## config.mk

```make
export PLATFORM = sky130hd
export DESIGN_NAME = cpu_effective_address_unit
export DESIGN_NICKNAME = d
export VERILOG_FILES = /design/src/hdl/ceau_pkg.sv /design/src/hdl/ceau_resolve.sv /design/src/hdl/ceau_pending.sv /design/src/hdl/cpu_effective_address_unit.sv
export SDC_FILE = /design/constraint.sdc
export NUM_CORES = 1
export LEC_CHECK = 0
export BUFFER_PORTS_ARGS = -buffer_cell sky130_fd_sc_hd__buf_2
export CAP_MARGIN = 40
export CORE_ASPECT_RATIO = 0.5
export CORE_MARGIN = 4
export CORE_UTILIZATION = 25
export CTS_BUF_LIST = sky130_fd_sc_hd__clkbuf_4
export DETAILED_ROUTE_END_ITERATION = 6
export PLACE_DENSITY = 0.51
export SLEW_MARGIN = 30
export SYNTH_ARGS = -nofsm -noshare
export SYNTH_HDL_FRONTEND = slang
export SYNTH_HIERARCHICAL = 1
export SYNTH_SLANG_ARGS = --single-unit
```

## constraint.sdc

```tcl
create_clock -name i_clk -period 10.4 [get_ports i_clk]
set_input_delay 0 -clock i_clk [delete_from_list [all_inputs] [get_ports i_clk]]
set_output_delay 0 -clock i_clk [all_outputs]
set_load 0.01 [all_outputs]
```

## src/hdl/ceau_pkg.sv

```systemverilog
// Package: types and constants shared by the effective address unit.
`timescale 1ns / 1ps
`default_nettype none

package ceau_pkg;

    localparam logic [15:0] PAGE_MASK = 16'hFF00;
    localparam logic [15:0] BYTE_MASK = 16'h00FF;

    typedef enum logic {
        CMD_RESOLVE = 1'b0,
        CMD_POINTER = 1'b1
    } t_cmd;

    typedef enum logic [3:0] {
        MODE_IMPLIED   = 4'd0,
        MODE_IMMEDIATE = 4'd1,
        MODE_ZP        = 4'd2,
        MODE_ZP_X      = 4'd3,
        MODE_ZP_Y      = 4'd4,
        MODE_ABS       = 4'd5,
        MODE_ABS_X     = 4'd6,
        MODE_ABS_Y     = 4'd7,
        MODE_RELATIVE  = 4'd8,
        MODE_INDIRECT  = 4'd9,
        MODE_ZP_X_IND  = 4'd10,
        MODE_ZP_IND_Y  = 4'd11
    } t_mode;

    typedef struct packed {
        logic        command;
        logic [3:0]  mode;
        logic [15:0] pc;
        logic [7:0]  operand_lo;
        logic [7:0]  operand_hi;
        logic [7:0]  index_x;
        logic [7:0]  index_y;
        logic [7:0]  pointer_lo;
        logic [7:0]  pointer_hi;
    } t_in_item;

    typedef struct packed {
        logic [15:0] address;
        logic        page_crossed;
        logic [15:0] next_pc;
        logic        needs_pointer;
        logic [15:0] pointer_lo_address;
        logic [15:0] pointer_hi_address;
        logic        protocol_error;
    } t_out_item;

    typedef struct packed {
        logic        valid;
        logic        add_y;
        logic [7:0]  index_y;
        logic [15:0] next_pc;
    } t_pend;

    function automatic logic page_diff(input logic [15:0] a, input logic [15:0] b);
        return (a & PAGE_MASK) != (b & PAGE_MASK);
    endfunction

endpackage

`default_nettype wire

```

## src/hdl/ceau_resolve.sv

```systemverilog
// Combinational address resolution for one transaction and the next pending state.
`timescale 1ns / 1ps
`default_nettype none

module ceau_resolve (
    input  var ceau_pkg::t_in_item  i_item,
    input  var ceau_pkg::t_pend     i_pend,
    output ceau_pkg::t_out_item     o_res,
    output ceau_pkg::t_pend         o_pend
);

    logic [15:0] word;
    logic [15:0] pc1;
    logic [15:0] pc2;
    logic [15:0] sum_x;
    logic [15:0] sum_y;
    logic [15:0] rel;
    logic [15:0] base;
    logic [15:0] base_y;
    logic [7:0]  zp_x;

    assign word   = {i_item.operand_hi, i_item.operand_lo};
    assign pc1    = i_item.pc + 16'd1;
    assign pc2    = i_item.pc + 16'd2;
    assign sum_x  = word + {8'h00, i_item.index_x};
    assign sum_y  = word + {8'h00, i_item.index_y};
    assign rel    = pc1 + {{8{i_item.operand_lo[7]}}, i_item.operand_lo};
    assign base   = {i_item.pointer_hi, i_item.pointer_lo};
    assign base_y = base + {8'h00, i_pend.index_y};
    assign zp_x   = i_item.operand_lo + i_item.index_x;

    always_comb begin
        o_res  = '0;
        o_pend = i_pend;
        if (ceau_pkg::t_cmd'(i_item.command) == ceau_pkg::CMD_POINTER) begin
            if (i_pend.valid) begin
                o_res.next_pc = i_pend.next_pc;
                if (i_pend.add_y) begin
                    o_res.address      = base_y;
                    o_res.page_crossed = ceau_pkg::page_diff(base, base_y);
                end else begin
                    o_res.address = base;
                end
                o_pend.valid = 1'b0;
                o_pend.add_y = 1'b0;
            end else begin
                o_res.protocol_error = 1'b1;
            end
        end else begin
            o_pend.valid = 1'b0;
            o_pend.add_y = 1'b0;
            unique case (ceau_pkg::t_mode'(i_item.mode))
                ceau_pkg::MODE_IMMEDIATE: begin
                    o_res.address = i_item.pc;
                    o_res.next_pc = pc1;
                end
                ceau_pkg::MODE_ZP: begin
                    o_res.address = {8'h00, i_item.operand_lo};
                    o_res.next_pc = pc1;
                end
                ceau_pkg::MODE_ZP_X: begin
                    o_res.address = {8'h00, zp_x};
                    o_res.next_pc = pc1;
                end
                ceau_pkg::MODE_ZP_Y: begin
                    o_res.address = {8'h00, i_item.operand_lo + i_item.index_y};
                    o_res.next_pc = pc1;
                end
                ceau_pkg::MODE_ABS: begin
                    o_res.address = word;
                    o_res.next_pc = pc2;
                end
                ceau_pkg::MODE_ABS_X: begin
                    o_res.address      = sum_x;
                    o_res.page_crossed = ceau_pkg::page_diff(word, sum_x);
                    o_res.next_pc      = pc2;
                end
                ceau_pkg::MODE_ABS_Y: begin
                    o_res.address      = sum_y;
                    o_res.page_crossed = ceau_pkg::page_diff(word, sum_y);
                    o_res.next_pc      = pc2;
                end
                ceau_pkg::MODE_RELATIVE: begin
                    o_res.address      = rel;
                    o_res.page_crossed = ceau_pkg::page_diff(pc1, rel);
                    o_res.next_pc      = pc1;
                end
                ceau_pkg::MODE_INDIRECT: begin
                    o_res.next_pc            = pc2;
                    o_res.needs_pointer      = 1'b1;
                    o_res.pointer_lo_address = word;
                    // high byte stays in the same page
                    o_res.pointer_hi_address = (word & ceau_pkg::PAGE_MASK)
                                             | ((word + 16'd1) & ceau_pkg::BYTE_MASK);
                end
                ceau_pkg::MODE_ZP_X_IND: begin
                    o_res.next_pc            = pc1;
                    o_res.needs_pointer      = 1'b1;
                    o_res.pointer_lo_address = {8'h00, zp_x};
                    o_res.pointer_hi_address = {8'h00, zp_x + 8'd1};
                end
                ceau_pkg::MODE_ZP_IND_Y: begin
                    o_res.next_pc            = pc1;
                    o_res.needs_pointer      = 1'b1;
                    o_res.pointer_lo_address = {8'h00, i_item.operand_lo};
                    o_res.pointer_hi_address = {8'h00, i_item.operand_lo + 8'd1};
                    o_pend.add_y             = 1'b1;
                    o_pend.index_y           = i_item.index_y;
                end
                default: begin
                    o_res.next_pc = i_item.pc;
                end
            endcase
            if (o_res.needs_pointer) begin
                o_pend.valid   = 1'b1;
                o_pend.next_pc = o_res.next_pc;
            end
        end
    end

endmodule

`default_nettype wire

```

## src/hdl/ceau_pending.sv

```systemverilog
// Pending pointer request register.
`timescale 1ns / 1ps
`default_nettype none

module ceau_pending (
    input  wire                 i_clk,
    input  wire                 i_rst_n,
    input  wire                 i_load,
    input  var ceau_pkg::t_pend i_next,
    output ceau_pkg::t_pend     o_pend
);

    ceau_pkg::t_pend r_pend;
    ceau_pkg::t_pend n_pend;

    always_comb begin
        n_pend = i_load ? i_next : r_pend;
    end

    always_ff @(posedge i_clk) begin
        if (!i_rst_n) begin
            r_pend <= '0;
        end else begin
            r_pend <= n_pend;
        end
    end

    assign o_pend = r_pend;

endmodule

`default_nettype wire

```

## src/hdl/cpu_effective_address_unit.sv

```systemverilog
// Top level of the effective address unit: input register, resolver, result register.
//
// channel  direction  handshake                 payload
// in       sink       i_in_valid / o_in_stall   command, mode, pc, operands, indexes, pointer
// out      source     o_out_valid / i_out_stall address, flags, next_pc, pointer addresses
//
// One transaction per cycle unless stalled; results are offered from the result register.
// The pending pointer state updates as a transaction moves into the result register,
// so the transaction behind it sees the new state.
// Reset clears both stage valids and the pending state.
// An output stall holds the result register and then backs up the input register.
`timescale 1ns / 1ps
`default_nettype none

module cpu_effective_address_unit (
    input  wire         i_clk,
    input  wire         i_rst_n,
    input  wire         i_in_valid,
    output logic        o_in_stall,
    input  wire         i_command,
    input  wire  [3:0]  i_mode,
    input  wire  [15:0] i_pc,
    input  wire  [7:0]  i_operand_lo,
    input  wire  [7:0]  i_operand_hi,
    input  wire  [7:0]  i_index_x,
    input  wire  [7:0]  i_index_y,
    input  wire  [7:0]  i_pointer_lo,
    input  wire  [7:0]  i_pointer_hi,
    output logic        o_out_valid,
    input  wire         i_out_stall,
    output logic [15:0] o_address,
    output logic        o_page_crossed,
    output logic [15:0] o_next_pc,
    output logic        o_needs_pointer,
    output logic [15:0] o_pointer_lo_address,
    output logic [15:0] o_pointer_hi_address,
    output logic        o_protocol_error
);

    logic                r_in_valid;
    logic                n_in_valid;
    ceau_pkg::t_in_item  r_in;
    logic                r_out_valid;
    logic                n_out_valid;
    ceau_pkg::t_out_item r_out;

    logic                out_free;
    logic                in_take;
    logic                advance;
    ceau_pkg::t_out_item res;
    ceau_pkg::t_pend     pend;
    ceau_pkg::t_pend     pend_next;

    assign out_free   = !r_out_valid || !i_out_stall;
    assign o_in_stall = r_in_valid && !out_free;
    assign in_take    = i_in_valid && !o_in_stall;
    assign advance    = r_in_valid && out_free;

    always_comb begin
        n_in_valid = in_take ? 1'b1 : (out_free ? 1'b0 : r_in_valid);
        n_out_valid = out_free ? r_in_valid : r_out_valid;
    end

    always_ff @(posedge i_clk) begin
        if (!i_rst_n) begin
            r_in_valid  <= 1'b0;
            r_out_valid <= 1'b0;
        end else begin
            r_in_valid  <= n_in_valid;
            r_out_valid <= n_out_valid;
        end
    end

    always_ff @(posedge i_clk) begin
        if (in_take) begin
            r_in.command    <= i_command;
            r_in.mode       <= i_mode;
            r_in.pc         <= i_pc;
            r_in.operand_lo <= i_operand_lo;
            r_in.operand_hi <= i_operand_hi;
            r_in.index_x    <= i_index_x;
            r_in.index_y    <= i_index_y;
            r_in.pointer_lo <= i_pointer_lo;
            r_in.pointer_hi <= i_pointer_hi;
        end
        if (advance) begin
            r_out <= res;
        end
    end

    ceau_resolve u_resolve (
        .i_item (r_in),
        .i_pend (pend),
        .o_res  (res),
        .o_pend (pend_next)
    );

    ceau_pending u_pending (
        .i_clk   (i_clk),
        .i_rst_n (i_rst_n),
        .i_load  (advance),
        .i_next  (pend_next),
        .o_pend  (pend)
    );

    assign o_out_valid          = r_out_valid;
    assign o_address            = r_out.address;
    assign o_page_crossed       = r_out.page_crossed;
    assign o_next_pc            = r_out.next_pc;
    assign o_needs_pointer      = r_out.needs_pointer;
    assign o_pointer_lo_address = r_out.pointer_lo_address;
    assign o_pointer_hi_address = r_out.pointer_hi_address;
    assign o_protocol_error     = r_out.protocol_error;

endmodule

`default_nettype wire

```

==> results.rst, run 1 <==
.. list-table::
   :header-rows: 1

   * - Metric
     - Value
   * - Worst reg2reg path startpoint
     - r_in[50]
   * - Reg power frac
     - 52.9%
   * - CTS tree
     - done
   * - GR Overflow Total
     - 0
   * - Number of failing setup endpoints in the final timing report
     - 0
   * - Unrepaired setup endpoints after global routing
     - no
   * - Buffers added on ports
     - 141
   * - Maximum buffer depth of the clock tree
     - 2
   * - Worst IR drop on VDD
     - 0.0000579 V
   * - Final hold vios
     - 0
   * - Summed negative setup slack over all endpoints
     - 0 ns
   * - Part of the power in the clock network
     - 25.8%
   * - Fraction of final layout cells sized beyond drive strength 1
     - 18.6%
   * - Total GRT Usage
     - 13.8%
   * - Net Sw Frac
     - 30.4%
   * - Buffer type at the clock tree root
     - sky130_fd_sc_hd__clkbuf_4
   * - Kind of start point of the critical path
     - flip-flop
   * - Capturing element of the worst setup path
     - o_address[14]
   * - Top cell type by total area after synthesis
     - sky130_fd_sc_hd__edfxtp_1
   * - Vertical die dimension
     - 149 microns
   * - Net count of the finished layout
     - 1258
   * - Clock latency at the later pin of the worst-skew pair
     - 0.57 ns
   * - Row count
     - 51
   * - Routed wire length
     - 30100 microns
   * - DIE AREA
     - 43200 sq um
   * - Cell total after placement
     - 1569
   * - Starting DRC count in detailed routing
     - 504
   * - Worst reg2reg setup slack
     - 6.46 ns
   * - Netlist area before placement
     - 9940 sq um
   * - Worst slew margin relative to its limit
     - 43.5%
   * - Worst setup path start
     - r_in[50]
   * - Leakage power
     - 4.41 nW
   * - Post-route minimum period
     - 3.94 ns
   * - Slew Viols, Final
     - 0
   * - Power density of the placed cells
     - 121 nW/um^2
   * - FMAX
     - 0.254 GHz
   * - DP HPWL
     - 22600 microns
   * - Data arrival time of the critical path
     - 4.26 ns
   * - Register bit total from synthesis
     - 164
   * - Critical path class
     - flip-flop to flip-flop
   * - Top area cells in the synthesized netlist
     - sky130_fd_sc_hd__edfxtp_1 (41%), sky130_fd_sc_hd__ha_1 (5.8%), sky130_fd_sc_hd__dfxtp_1 (5.6%)
   * - YS warnings
     - 6
   * - Outcome
     - finished clean
   * - FFs w/ async S/R, synth
     - 0%
   * - Worst R2R Path Depth
     - 12
   * - Initial antenna violation count
     - 1
   * - Vias per cell
     - 4.75
   * - Max-capacitance violation count
     - 0
   * - Via count of the first global-routing pass
     - 7953
   * - Area delta synth->final
     - 22.7%
   * - Most frequent cell after synthesis
     - sky130_fd_sc_hd__edfxtp_1
   * - I/O pin total
     - 142
   * - Core area
     - 39100 sq um
   * - Drt pass-1 iters
     - 5
   * - Clk slew on worst S/H paths
     - 0.14 ns
   * - Total number of H-tree levels
     - 4
   * - Post-route ant nets
     - 0
   * - Non-filler cells, final
     - 1680
   * - Endpoint of the worst register-to-register path
     - o_address[14]
   * - Final weighted congestion in routability-driven placement
     - 0.869
   * - Total vias in the final route
     - 7986
   * - Commonest cells post-synth
     - sky130_fd_sc_hd__edfxtp_1 (136), sky130_fd_sc_hd__nand2_1 (84), sky130_fd_sc_hd__nor2_1 (64), sky130_fd_sc_hd__xnor2_1 (49), sky130_fd_sc_hd__ha_1 (46)
   * - Crit Path Max Fanout
     - 12
   * - Clock buffer count from CTS
     - 17
   * - # clock sinks
     - 164
   * - Die width
     - 290 microns
   * - Syn avg cell area
     - 10.6 sq um
   * - Primary flip-flop cell chosen by synthesis mapping
     - sky130_fd_sc_hd__edfxtp_1
   * - Switching power
     - 0.000447 W
   * - Routed length per placed instance
     - 17.9 microns
   * - Final worst path period share
     - 37.9%
   * - Kind of end point of the critical path
     - flip-flop
   * - Layout Skew
     - 0.0221 ns
   * - Transition time at the pin with the least slew margin
     - 0.848 ns
   * - Number of DRC violations after detailed routing
     - 0
   * - Share of the synthesized area in the top cell type
     - 41.1%
   * - Critical Path RT
     - 10.71 ns
   * - Sequential cell area fraction in the yosys report
     - 46.7%
   * - Initial core utilization
     - 25.5%
   * - Hold crit path type
     - input port to flip-flop
   * - Number of enable-type register cells in the synthesized netlist
     - 136
   * - Logic pwr share
     - 21.3%
   * - Synthesized netlist net count
     - 1064
   * - Cell internal power dissipation
     - 0.00102 W
   * - Buffer count from post-CTS setup fixing
     - 0
   * - Library cells used by synthesis
     - 74
   * - Global-route wire length before repair
     - 46600 microns
   * - Cells after synthesis
     - 941
   * - Largest net degree at the start of global routing
     - 75
[placed cells by master (no fill, tap or decap), types with 8 or more instances in the layout]
cell                            instances
sky130_fd_sc_hd__and2_1                10
sky130_fd_sc_hd__inv_1                 21
sky130_fd_sc_hd__clkbuf_4              19
sky130_fd_sc_hd__nor2_1                63
sky130_fd_sc_hd__nand4_1                8
sky130_fd_sc_hd__ha_1                  46
sky130_fd_sc_hd__xor2_1                39
sky130_fd_sc_hd__nor3_1                11
sky130_fd_sc_hd__and3_1                10
sky130_fd_sc_hd__a21oi_1               33
sky130_fd_sc_hd__o22ai_1               14
sky130_fd_sc_hd__o21ai_1               32
sky130_fd_sc_hd__mux2_2                 9
sky130_fd_sc_hd__nor2b_1               34
sky130_fd_sc_hd__xnor2_1               49
sky130_fd_sc_hd__edfxtp_1             136
sky130_fd_sc_hd__mux2i_1               32
sky130_fd_sc_hd__nand3_1               31
sky130_fd_sc_hd__a22oi_1               16
sky130_fd_sc_hd__dlygate4sd3_1         74
sky130_fd_sc_hd__a211oi_1              13
sky130_fd_sc_hd__o21ai_0               31
sky130_fd_sc_hd__nand2_1               84
sky130_fd_sc_hd__dfxtp_1               28
sky130_fd_sc_hd__a21o_1                17
sky130_fd_sc_hd__nand2b_1              10
sky130_fd_sc_hd__buf_2                142
[power groups by stage]
stage	combinational [W]	sequential [W]	clock, W
6_report	0.000313	0.000779	0.000379
5_1_grt	0.000343	0.000783	0.000423
4_1_cts	0.000312	0.000779	0.000395
3_5_place_dp	0.000289	0.000794	0
3_3_place_gp	0.000283	0.000795	0
2_1_floorplan	0.000195	0.000788	0
[worst min-delay path by stage]
stage,depth (start not counted),end,from,slack [ns]
2_1_floorplan,0,r_in[0],i_pointer_hi[0],0.1
3_3_place_gp,1,r_in[45],i_operand_lo[5],0.18
3_5_place_dp,1,r_in[7],i_pointer_hi[7],0.18
4_1_cts,2,r_in[3],i_pointer_hi[3],0.07
5_1_grt,2,r_in[3],i_pointer_hi[3],0.07
6_report,2,r_in[3],i_pointer_hi[3],0.13
[what timing repair did]
item	CTS	global route
setup endpoints to repair	0	0
hold endpoints to repair	108	0
hold buffers	74	0
resized for setup	0	0
[critical path, cell delays in order, from the launching register on]
cell and delay, ns:
sky130_fd_sc_hd__edfxtp_1 0.63, sky130_fd_sc_hd__ha_1 0.31, sky130_fd_sc_hd__nand4_2 0.12, sky130_fd_sc_hd__or3_4 0.42
sky130_fd_sc_hd__xnor2_2 0.18, sky130_fd_sc_hd__ha_1 0.39, sky130_fd_sc_hd__nand2_1 0.08, sky130_fd_sc_hd__a211oi_1 0.61
sky130_fd_sc_hd__o21ai_1 0.18, sky130_fd_sc_hd__xnor2_1 0.22, sky130_fd_sc_hd__a221oi_1 0.33, sky130_fd_sc_hd__a21o_1 0.16
sky130_fd_sc_hd__o21ai_1 0.05
[cell type report]
class                   count  area (sq um)
diodes                      2          5.00
well taps                 530           663
multi-input cells         703          4960
clock buffers              18           135
flip-flops and latches    164          4640
fillers                  4076         26900
clock inverters            14           138
repair buffers            227          1570
inverters                  22          82.6
[metal layers]
layer / vias to the layer above / GRT usage [%] / wire length, microns / part of all wire [%]
li1: 3880 / - / - / -
met1: 3918 / 17.9 / 13600 / 45
met2: 156 / 23.9 / 14800 / 49
met3: 32 / 1.96 / 966 / 3.2
met4: 0 / 4.32 / 681 / 2.3
met5: - / 0 / 0 / 0
[logic make-up after synthesis]
family,synth area share [%]
xor gates and xnor gates,8.89
AOI/OAI and AO/OA,15.2
adders and majority gates,6.59
and+or+nand+nor,14.6
muxes,4.24
DFF,46.7
buffers and inverters,3.70
[through the flow]
| stage | cell area, sq um | setup slack (ns) | total power [W] | utilization, % | hold slack, ns |
|---|---|---|---|---|---|
| CTS | 12200 | 6.50 | 0.00149 | 31.2 | 0.0739 |
| finish | 12200 | 6.46 | 0.00147 | 31.2 | 0.131 |
| detailed placement | 11200 | 6.51 | 0.00108 | 28.6 | 0.178 |
| global route | 12200 | 6.15 | 0.00155 | 31.2 | 0.0689 |
| floorplan | 9940 | 4.11 | 0.000983 | - | 0.0989 |
| global placement | 11100 | 6.47 | 0.00108 | 28.4 | 0.178 |
[state kept, by name (all words and copies together) (netlist names)]
signal	cells
o_next_pc	16
o_protocol_error	1
o_pointer_lo_address	16
o_page_crossed	1
o_needs_pointer	1
r_in	69
r_in_valid	1
o_address	16
o_out_valid	1
o_pointer_hi_address	16
u_pending/o_pend	26
No activity file was read; power rests on OpenSTA's default activity.
==> run 2, diff against run 1 <==
PLACE_DENSITY = 0.53   (was 0.51)
clock period = 3.5 ns   (was 10.4 ns; I/O delays follow)
==> run 2 against run 1 <==
  * Sequential power grew to 2.9 times the previous value
  * Core utilization is 1.3 points higher
  * Clock-buffer cell count is 1 lower
  * Flip-flop and latch count stayed put
  * Critical path depth is 2 higher
  * Die area stayed put
  * Via count is 3.3% higher
  * Global-route usage hardly changed
  * Maximum frequency is 17% higher
  * Highest routed layer unchanged
==> results.rst, run 2 (synthesized netlist as in run 1, its figures left out) <==
.. list-table::
   :header-rows: 1

   * - Metric
     - Value
   * - Outcome
     - finished clean
   * - Leakage power
     - 4.70 nW
   * - CTS tree
     - done
   * - Fillcell total
     - 4059
   * - Crit Path Max Fanout
     - 4
   * - Vias per cell
     - 4.76
   * - Total power draw
     - 0.00454 W
   * - Kind of start point of the critical path
     - flip-flop
   * - Net count of the finished layout
     - 1312
   * - Flip-flop and latch area
     - 4640 sq um
   * - Clk slew on worst S/H paths
     - 0.15 ns
   * - Number of buffers and inverters on the critical path
     - 1
   * - Buffer type at the clock tree root
     - sky130_fd_sc_hd__clkbuf_4
   * - I/O pin total
     - 142
   * - Flip-flop count of the largest register after layout
     - 69
   * - Critical Path RT
     - 3.82 ns
   * - Commonest non-fill, non-tap cell in the layout
     - sky130_fd_sc_hd__buf_2
   * - Final core area utilization
     - 32.6%
   * - Largest net degree at the start of global routing
     - 43
   * - Most flop-heavy register
     - r_in
   * - Vertical die dimension
     - 149 microns
   * - Buffers added on ports
     - 141
   * - Data arrival time of the critical path
     - 3.68 ns
   * - Fraction of final layout cells sized beyond drive strength 1
     - 23.5%
   * - Row count
     - 51
   * - Max-capacitance violation count
     - 0
   * - Die width
     - 290 microns
   * - Starting DRC count in detailed routing
     - 638
   * - Hold crit path type
     - input port to flip-flop
   * - Total GRT Usage
     - 13.8%
   * - Clock latency at the later pin of the worst-skew pair
     - 0.59 ns
   * - Maximum cell stage delay along the critical path
     - 0.42 ns
   * - Maximum buffer depth of the clock tree
     - 2
   * - Total number of H-tree levels
     - 4
   * - Number of DRC violations after detailed routing
     - 0
   * - Power density of the placed cells
     - 357 nW/um^2
   * - Global-route wire length before repair
     - 46800 microns
   * - Final design instance area without fill
     - 12700 sq um
   * - Area delta synth->final
     - 27.9%
   * - Most frequent cells in the layout
     - sky130_fd_sc_hd__buf_2 (141), sky130_fd_sc_hd__edfxtp_1 (136), sky130_fd_sc_hd__nand2_1 (83), sky130_fd_sc_hd__dlygate4sd3_1 (74), sky130_fd_sc_hd__nor2_1 (62)
   * - Initial core utilization
     - 25.5%
   * - Post-route ant nets
     - 0
   * - Ordered list of cells on the worst path
     - ha_2 -> nand4_2 -> or3_4 -> nor2_2 -> xor2_2 -> ha_2 -> buf_4 -> nand2_1 -> nor2_1 -> a221oi_2 -> o311ai_2 -> xnor2_1 -> a221oi_1 -> o211ai_1
   * - Final worst path period share
     - 95.9%
   * - Total vias in the final route
     - 8246
   * - Core area
     - 39100 sq um
   * - Clock buffer count from CTS
     - 17
   * - GR Overflow Total
     - 0
   * - Critical path class
     - flip-flop to flip-flop
   * - Final weighted congestion in routability-driven placement
     - 0.925
   * - Cell with the biggest individual delay on the critical path
     - sky130_fd_sc_hd__edfxtp_1
   * - Area of placed instances
     - 11500 sq um
   * - Layout Skew
     - 0.0317 ns
   * - Kind of end point of the critical path
     - flip-flop
   * - Pre-CTS setup slack
     - 0.0739 ns
   * - Post-route minimum period
     - 3.36 ns
   * - DIE AREA
     - 43200 sq um
   * - Final hold vios
     - 0
   * - Worst slew margin relative to its limit
     - 42.9%
   * - CP delay by family, top
     - simple AND/OR/NAND/NOR gates
   * - Slew Viols, Final
     - 0
   * - Routed wire length
     - 30500 microns
   * - FMAX
     - 0.298 GHz
   * - # clock sinks
     - 164
   * - Post-route worst hold slack
     - 0.115 ns
   * - Transition time at the pin with the least slew margin
     - 0.855 ns
   * - DP HPWL
     - 23200 microns
   * - Drt pass-1 iters
     - 5
   * - Worst IR drop on VDD
     - 0.000185 V
   * - Number of failing setup endpoints in the final timing report
     - 0
   * - Multi-input logic area
     - 5030 sq um
   * - Routed length per placed instance
     - 17.6 microns
   * - Initial antenna violation count
     - 2
   * - Minimum setup slack in the final design
     - 0.143 ns
   * - Cell with the most instances on the worst path
     - sky130_fd_sc_hd__ha_2
   * - Via count of the first global-routing pass
     - 8350
==> run 2: cell types whose count changed in the layout (fill, tap and decap cells not counted), moves of 3 or more <==
cell / change
sky130_fd_sc_hd__clkinvlp_4: -3
sky130_fd_sc_hd__clkinv_1: -3
sky130_fd_sc_hd__buf_4: +56
sky130_fd_sc_hd__ha_1: -3
sky130_fd_sc_hd__buf_12: +3
sky130_fd_sc_hd__inv_6: +3
==> run 2: final timing paths <==
check                       start                   end  slack, ns  cells after the start
max                      r_in[49]         o_address[15]       0.14                     14
min               i_pointer_hi[1]               r_in[1]       0.11                      2
max reg2reg              r_in[49]         o_address[15]       0.14                     14
min reg2reg  u_pending/o_pend[15]  u_pending/o_pend[15]       0.55                      2
==> run 2: cell type report <==
cell class                 instances  share of cell area [%]
tap                              530                    5.22
inverter                          22                   0.649
clock inverter                    15                    1.41
clock buffer                      17                    1.00
antenna                            2                  0.0394
sequential                       164                    36.5
multi-input combinational        703                    39.5
timing repair buffer             281                    15.6
==> run 2: stage by stage <==
| step | setup TNS, ns | cells |
|---|---|---|
| detailed placement | 0 | 1617 |
| global route | -0.0753 | 1734 |
| global placement | 0 | 1616 |
| floorplan | 0 | 941 |
| finish | 0 | 1734 |
| CTS | 0 | 1723 |
==> run 2: routing by layer <==
layer	up-vias	share of wire, %	track usage [%]
met5	-	0	0
met4	0	2.3	4.42
met3	45	3.6	2.02
met2	193	51	24.7
met1	4035	43	17.3
li1	3973	-	-
==> run 2: where the power goes <==
| part | internal, W | switching (W) | total [W] |
|---|---|---|---|
| Combinational | 0.000459 | 0.000562 | 0.00102 |
| Sequential | 0.00222 | 0.0000780 | 0.00229 |
| Clock | 0.000502 | 0.000727 | 0.00123 |
==> run 2: timing repair <==
action | in CTS | in global routing
setup buffers | 0 | 7
hold buffers | 74 | 0
resized for setup | 0 | 19
endpoints found under the setup margin | 0 | 6
hold endpoints to repair | 109 | 0
==> run 3, diff against run 2 <==
ABC_AREA = 1   (was unset)
PLACE_DENSITY = 0.52   (was 0.53)
==> run 3 against run 2 <==
  * Area after synthesis increased by 9.0%
  * Synthesized cell count increased by 47%
  * Global-route usage increased by 1.3 points
  * Wire length increased by 16%
  * Cell count increased by 28%
  * Register-to-register slack improved by 0.09 ns
  * Maximum frequency increased by 2.6%
  * Non-clock buffer count decreased by 17
  * Critical path type unchanged
  * Largest cell class unchanged
  * Largest power group unchanged
  * Highest routed layer unchanged
==> results.rst, run 3 <==
.. list-table::
   :header-rows: 1

   * - Metric
     - Value
   * - Outcome
     - finished clean
   * - Top layer used by detailed routing
     - met4
   * - Most frequent cell after synthesis
     - sky130_fd_sc_hd__nand2_1
   * - Initial core utilization
     - 25.6%
   * - Row count
     - 53
   * - Core area
     - 42400 sq um
   * - Final hold vios
     - 0
   * - Xor and xnor fraction of the mapped netlist area
     - 2.16%
   * - Largest net degree at the start of global routing
     - 120
   * - Leakage power
     - 5.97 nW
   * - Largest family of logic cells by synthesized area
     - simple AND/OR/NAND/NOR gates
   * - Flip-flop count of the largest register after layout
     - 69
   * - Transition time at the pin with the least slew margin
     - 0.701 ns
   * - Pre-CTS setup slack
     - 0.0140 ns
   * - Initial antenna violation count
     - 2
   * - GR Overflow Total
     - 0
   * - Global-route wire length before repair
     - 53900 microns
   * - Slew Viols, Final
     - 0
   * - Critical path class
     - flip-flop to flip-flop
   * - Primary flip-flop cell chosen by synthesis mapping
     - sky130_fd_sc_hd__edfxtp_1
   * - Post-route minimum period
     - 3.27 ns
   * - Vertical die dimension
     - 155 microns
   * - Post-Route M1 WL
     - 16700 microns
   * - Maximum cell stage delay along the critical path
     - 0.43 ns
   * - Drt pass-1 iters
     - 5
   * - Final weighted congestion in routability-driven placement
     - 0.907
   * - FFs w/ async S/R, synth
     - 0%
   * - Number of enable-type register cells in the synthesized netlist
     - 136
   * - Total number of H-tree levels
     - 4
   * - Buffer type at the clock tree root
     - sky130_fd_sc_hd__clkbuf_4
   * - Hold crit path type
     - input port to flip-flop
   * - Most frequent cells in the layout
     - sky130_fd_sc_hd__nand2_1 (377), sky130_fd_sc_hd__inv_1 (187), sky130_fd_sc_hd__buf_2 (141), sky130_fd_sc_hd__nor2_1 (139), sky130_fd_sc_hd__edfxtp_1 (136)
   * - FMAX
     - 0.306 GHz
   * - DP HPWL
     - 27500 microns
   * - Post-route ant nets
     - 0
   * - Post-synthesis compound-gate area fraction
     - 11.4%
   * - DIE AREA
     - 46900 sq um
   * - Kind of start point of the critical path
     - flip-flop
   * - Total GRT Usage
     - 15.1%
   * - Number of buffers and inverters on the critical path
     - 4
   * - Share of cell area taken by muxes after synthesis
     - 0.728%
   * - CP delay by family, top
     - simple AND/OR/NAND/NOR gates
   * - Crit Path Max Fanout
     - 3
   * - Buffers added on ports
     - 141
   * - Worst slew margin relative to its limit
     - 53.1%
   * - Share of synthesized cell area in full adder, half adder and majority cells
     - 6.05%
   * - # clock sinks
     - 164
   * - Final core area utilization
     - 31.9%
   * - Cell with the biggest individual delay on the critical path
     - sky130_fd_sc_hd__edfxtp_1
   * - Clock buffer count from CTS
     - 17
   * - Top area cells in the synthesized netlist
     - sky130_fd_sc_hd__edfxtp_1 (38%), sky130_fd_sc_hd__nand2_1 (13%), sky130_fd_sc_hd__inv_1 (6.5%)
   * - Routed wire length
     - 35500 microns
   * - Number of failing setup endpoints in the final timing report
     - 0
   * - Vias per cell
     - 4.51
   * - Amount of wire on met3 after detailed routing
     - 1800 microns
   * - Netlist area before placement
     - 10800 sq um
   * - Post-route worst hold slack
     - 0.0718 ns
   * - Power density of the placed cells
     - 352 nW/um^2
   * - Minimum setup slack in the final design
     - 0.229 ns
   * - Number of DRC violations after detailed routing
     - 0
   * - Most flop-heavy register
     - r_in
   * - Commonest non-fill, non-tap cell in the layout
     - sky130_fd_sc_hd__nand2_1
   * - Data arrival time of the critical path
     - 3.70 ns
   * - Worst IR drop on VDD
     - 0.000174 V
   * - Layout Skew
     - 0.0401 ns
   * - Fillcell total
     - 4559
   * - Kind of end point of the critical path
     - flip-flop
   * - YS warnings
     - 6
   * - Area delta synth->final
     - 24.9%
   * - Fraction of final layout cells sized beyond drive strength 1
     - 17.9%
   * - Cell total after placement
     - 2095
   * - Final worst path period share
     - 93.5%
   * - Non-filler cells, final
     - 2218
   * - CTS tree
     - done
   * - Clk slew on worst S/H paths
     - 0.18 ns
   * - Total vias in the final route
     - 9996
   * - Starting DRC count in detailed routing
     - 776
   * - Commonest cells post-synth
     - sky130_fd_sc_hd__nand2_1 (378), sky130_fd_sc_hd__inv_1 (188), sky130_fd_sc_hd__nor2_1 (143), sky130_fd_sc_hd__edfxtp_1 (136), sky130_fd_sc_hd__nand3_1 (94)
   * - Clock latency at the later pin of the worst-skew pair
     - 0.64 ns
   * - Synthesized netlist net count
     - 1507
   * - Simple-gate portion of the synthesized area
     - 27.1%
   * - Cells after synthesis
     - 1384
   * - Cell with the most instances on the worst path
     - sky130_fd_sc_hd__nand2_1
   * - Top cell type by total area after synthesis
     - sky130_fd_sc_hd__edfxtp_1
   * - Syn avg cell area
     - 7.83 sq um
   * - I/O pin total
     - 142
   * - Net count of the finished layout
     - 1749
   * - Max-capacitance violation count
     - 0
   * - Total power draw
     - 0.00476 W
   * - Via count of the first global-routing pass
     - 9283
   * - Die width
     - 302 microns
   * - Register bit total from synthesis
     - 164
   * - Share of the synthesized area in the top cell type
     - 37.7%
   * - Routed length per placed instance
     - 16.0 microns
   * - Library cells used by synthesis
     - 59
   * - Critical Path RT
     - 3.93 ns
   * - Sequential cell area fraction in the yosys report
     - 42.9%
   * - Met2 layer wire length in the routed design
     - 16500 microns
   * - Maximum buffer depth of the clock tree
     - 2
-- run 3: repair_timing --
| action | 4_1_cts | 5_1_grt |
|---|---|---|
| setup buffers | 0 | 8 |
| gates resized for setup | 0 | 13 |
| setup endpoints to repair | 0 | 4 |
| hold endpoints to repair | 128 | 0 |
| hold buffers | 81 | 0 |
-- run 3: cell type report --
class                           instances  area (sq um)  share of cell area (%)
Inverter                              205           772                    5.70
Clock buffer                           17           128                   0.943
Timing Repair Buffer                  264          1880                    13.9
Antenna cell                            2          5.00                  0.0370
Tap cell                              577           722                    5.33
Multi-Input combinational cell        974          5200                    38.4
Sequential cell                       164          4640                    34.3
Clock inverter                         15           186                    1.38
-- run 3: logic make-up (layout without fill, tap and decap cells) --
group | after synthesis | after routing
buffers and inverters | 246 | 501
AND/OR/NAND/NOR | 690 | 690
AO/OA/AOI/OAI | 202 | 202
adder cells (fa/ha/maj) | 50 | 50
flip-flops | 164 | 164
XOR/XNOR | 25 | 25
other | 0 | 2
multiplexers | 7 | 7
-- run 3: path summary, 6_finish.rpt --
check / from / to / slack (ns) / cells past startpoint
max: r_in[50] / o_page_crossed / 0.23 / 25
max reg2reg: r_in[50] / o_page_crossed / 0.23 / 25
min reg2reg: u_pending/o_pend[14] / u_pending/o_pend[14] / 0.48 / 2
min: i_pc[12] / r_in[60] / 0.07 / 2
-- run 3: metal layers --
layer	vias to the layer above	GRT usage, %
met4	0	3.53
met3	20	2.84
met2	228	24.4
met5	-	0
met1	4680	20.9
li1	5068	-
-- run 3: where the power goes --
| group | internal, W | switching (W) |
|---|---|---|
| logic | 0.000445 | 0.000737 |
| registers | 0.00223 | 0.0000892 |
| clock network | 0.000455 | 0.000803 |
-- run 3: per-stage QoR --
stage                     cell area (sq um)  TNS (ns)
after floorplan                       10800         0
after global placement                12200         0
after detailed placement              12300         0
after CTS                             13400         0
after global routing                  13500   -0.0131
final                                 13500         0
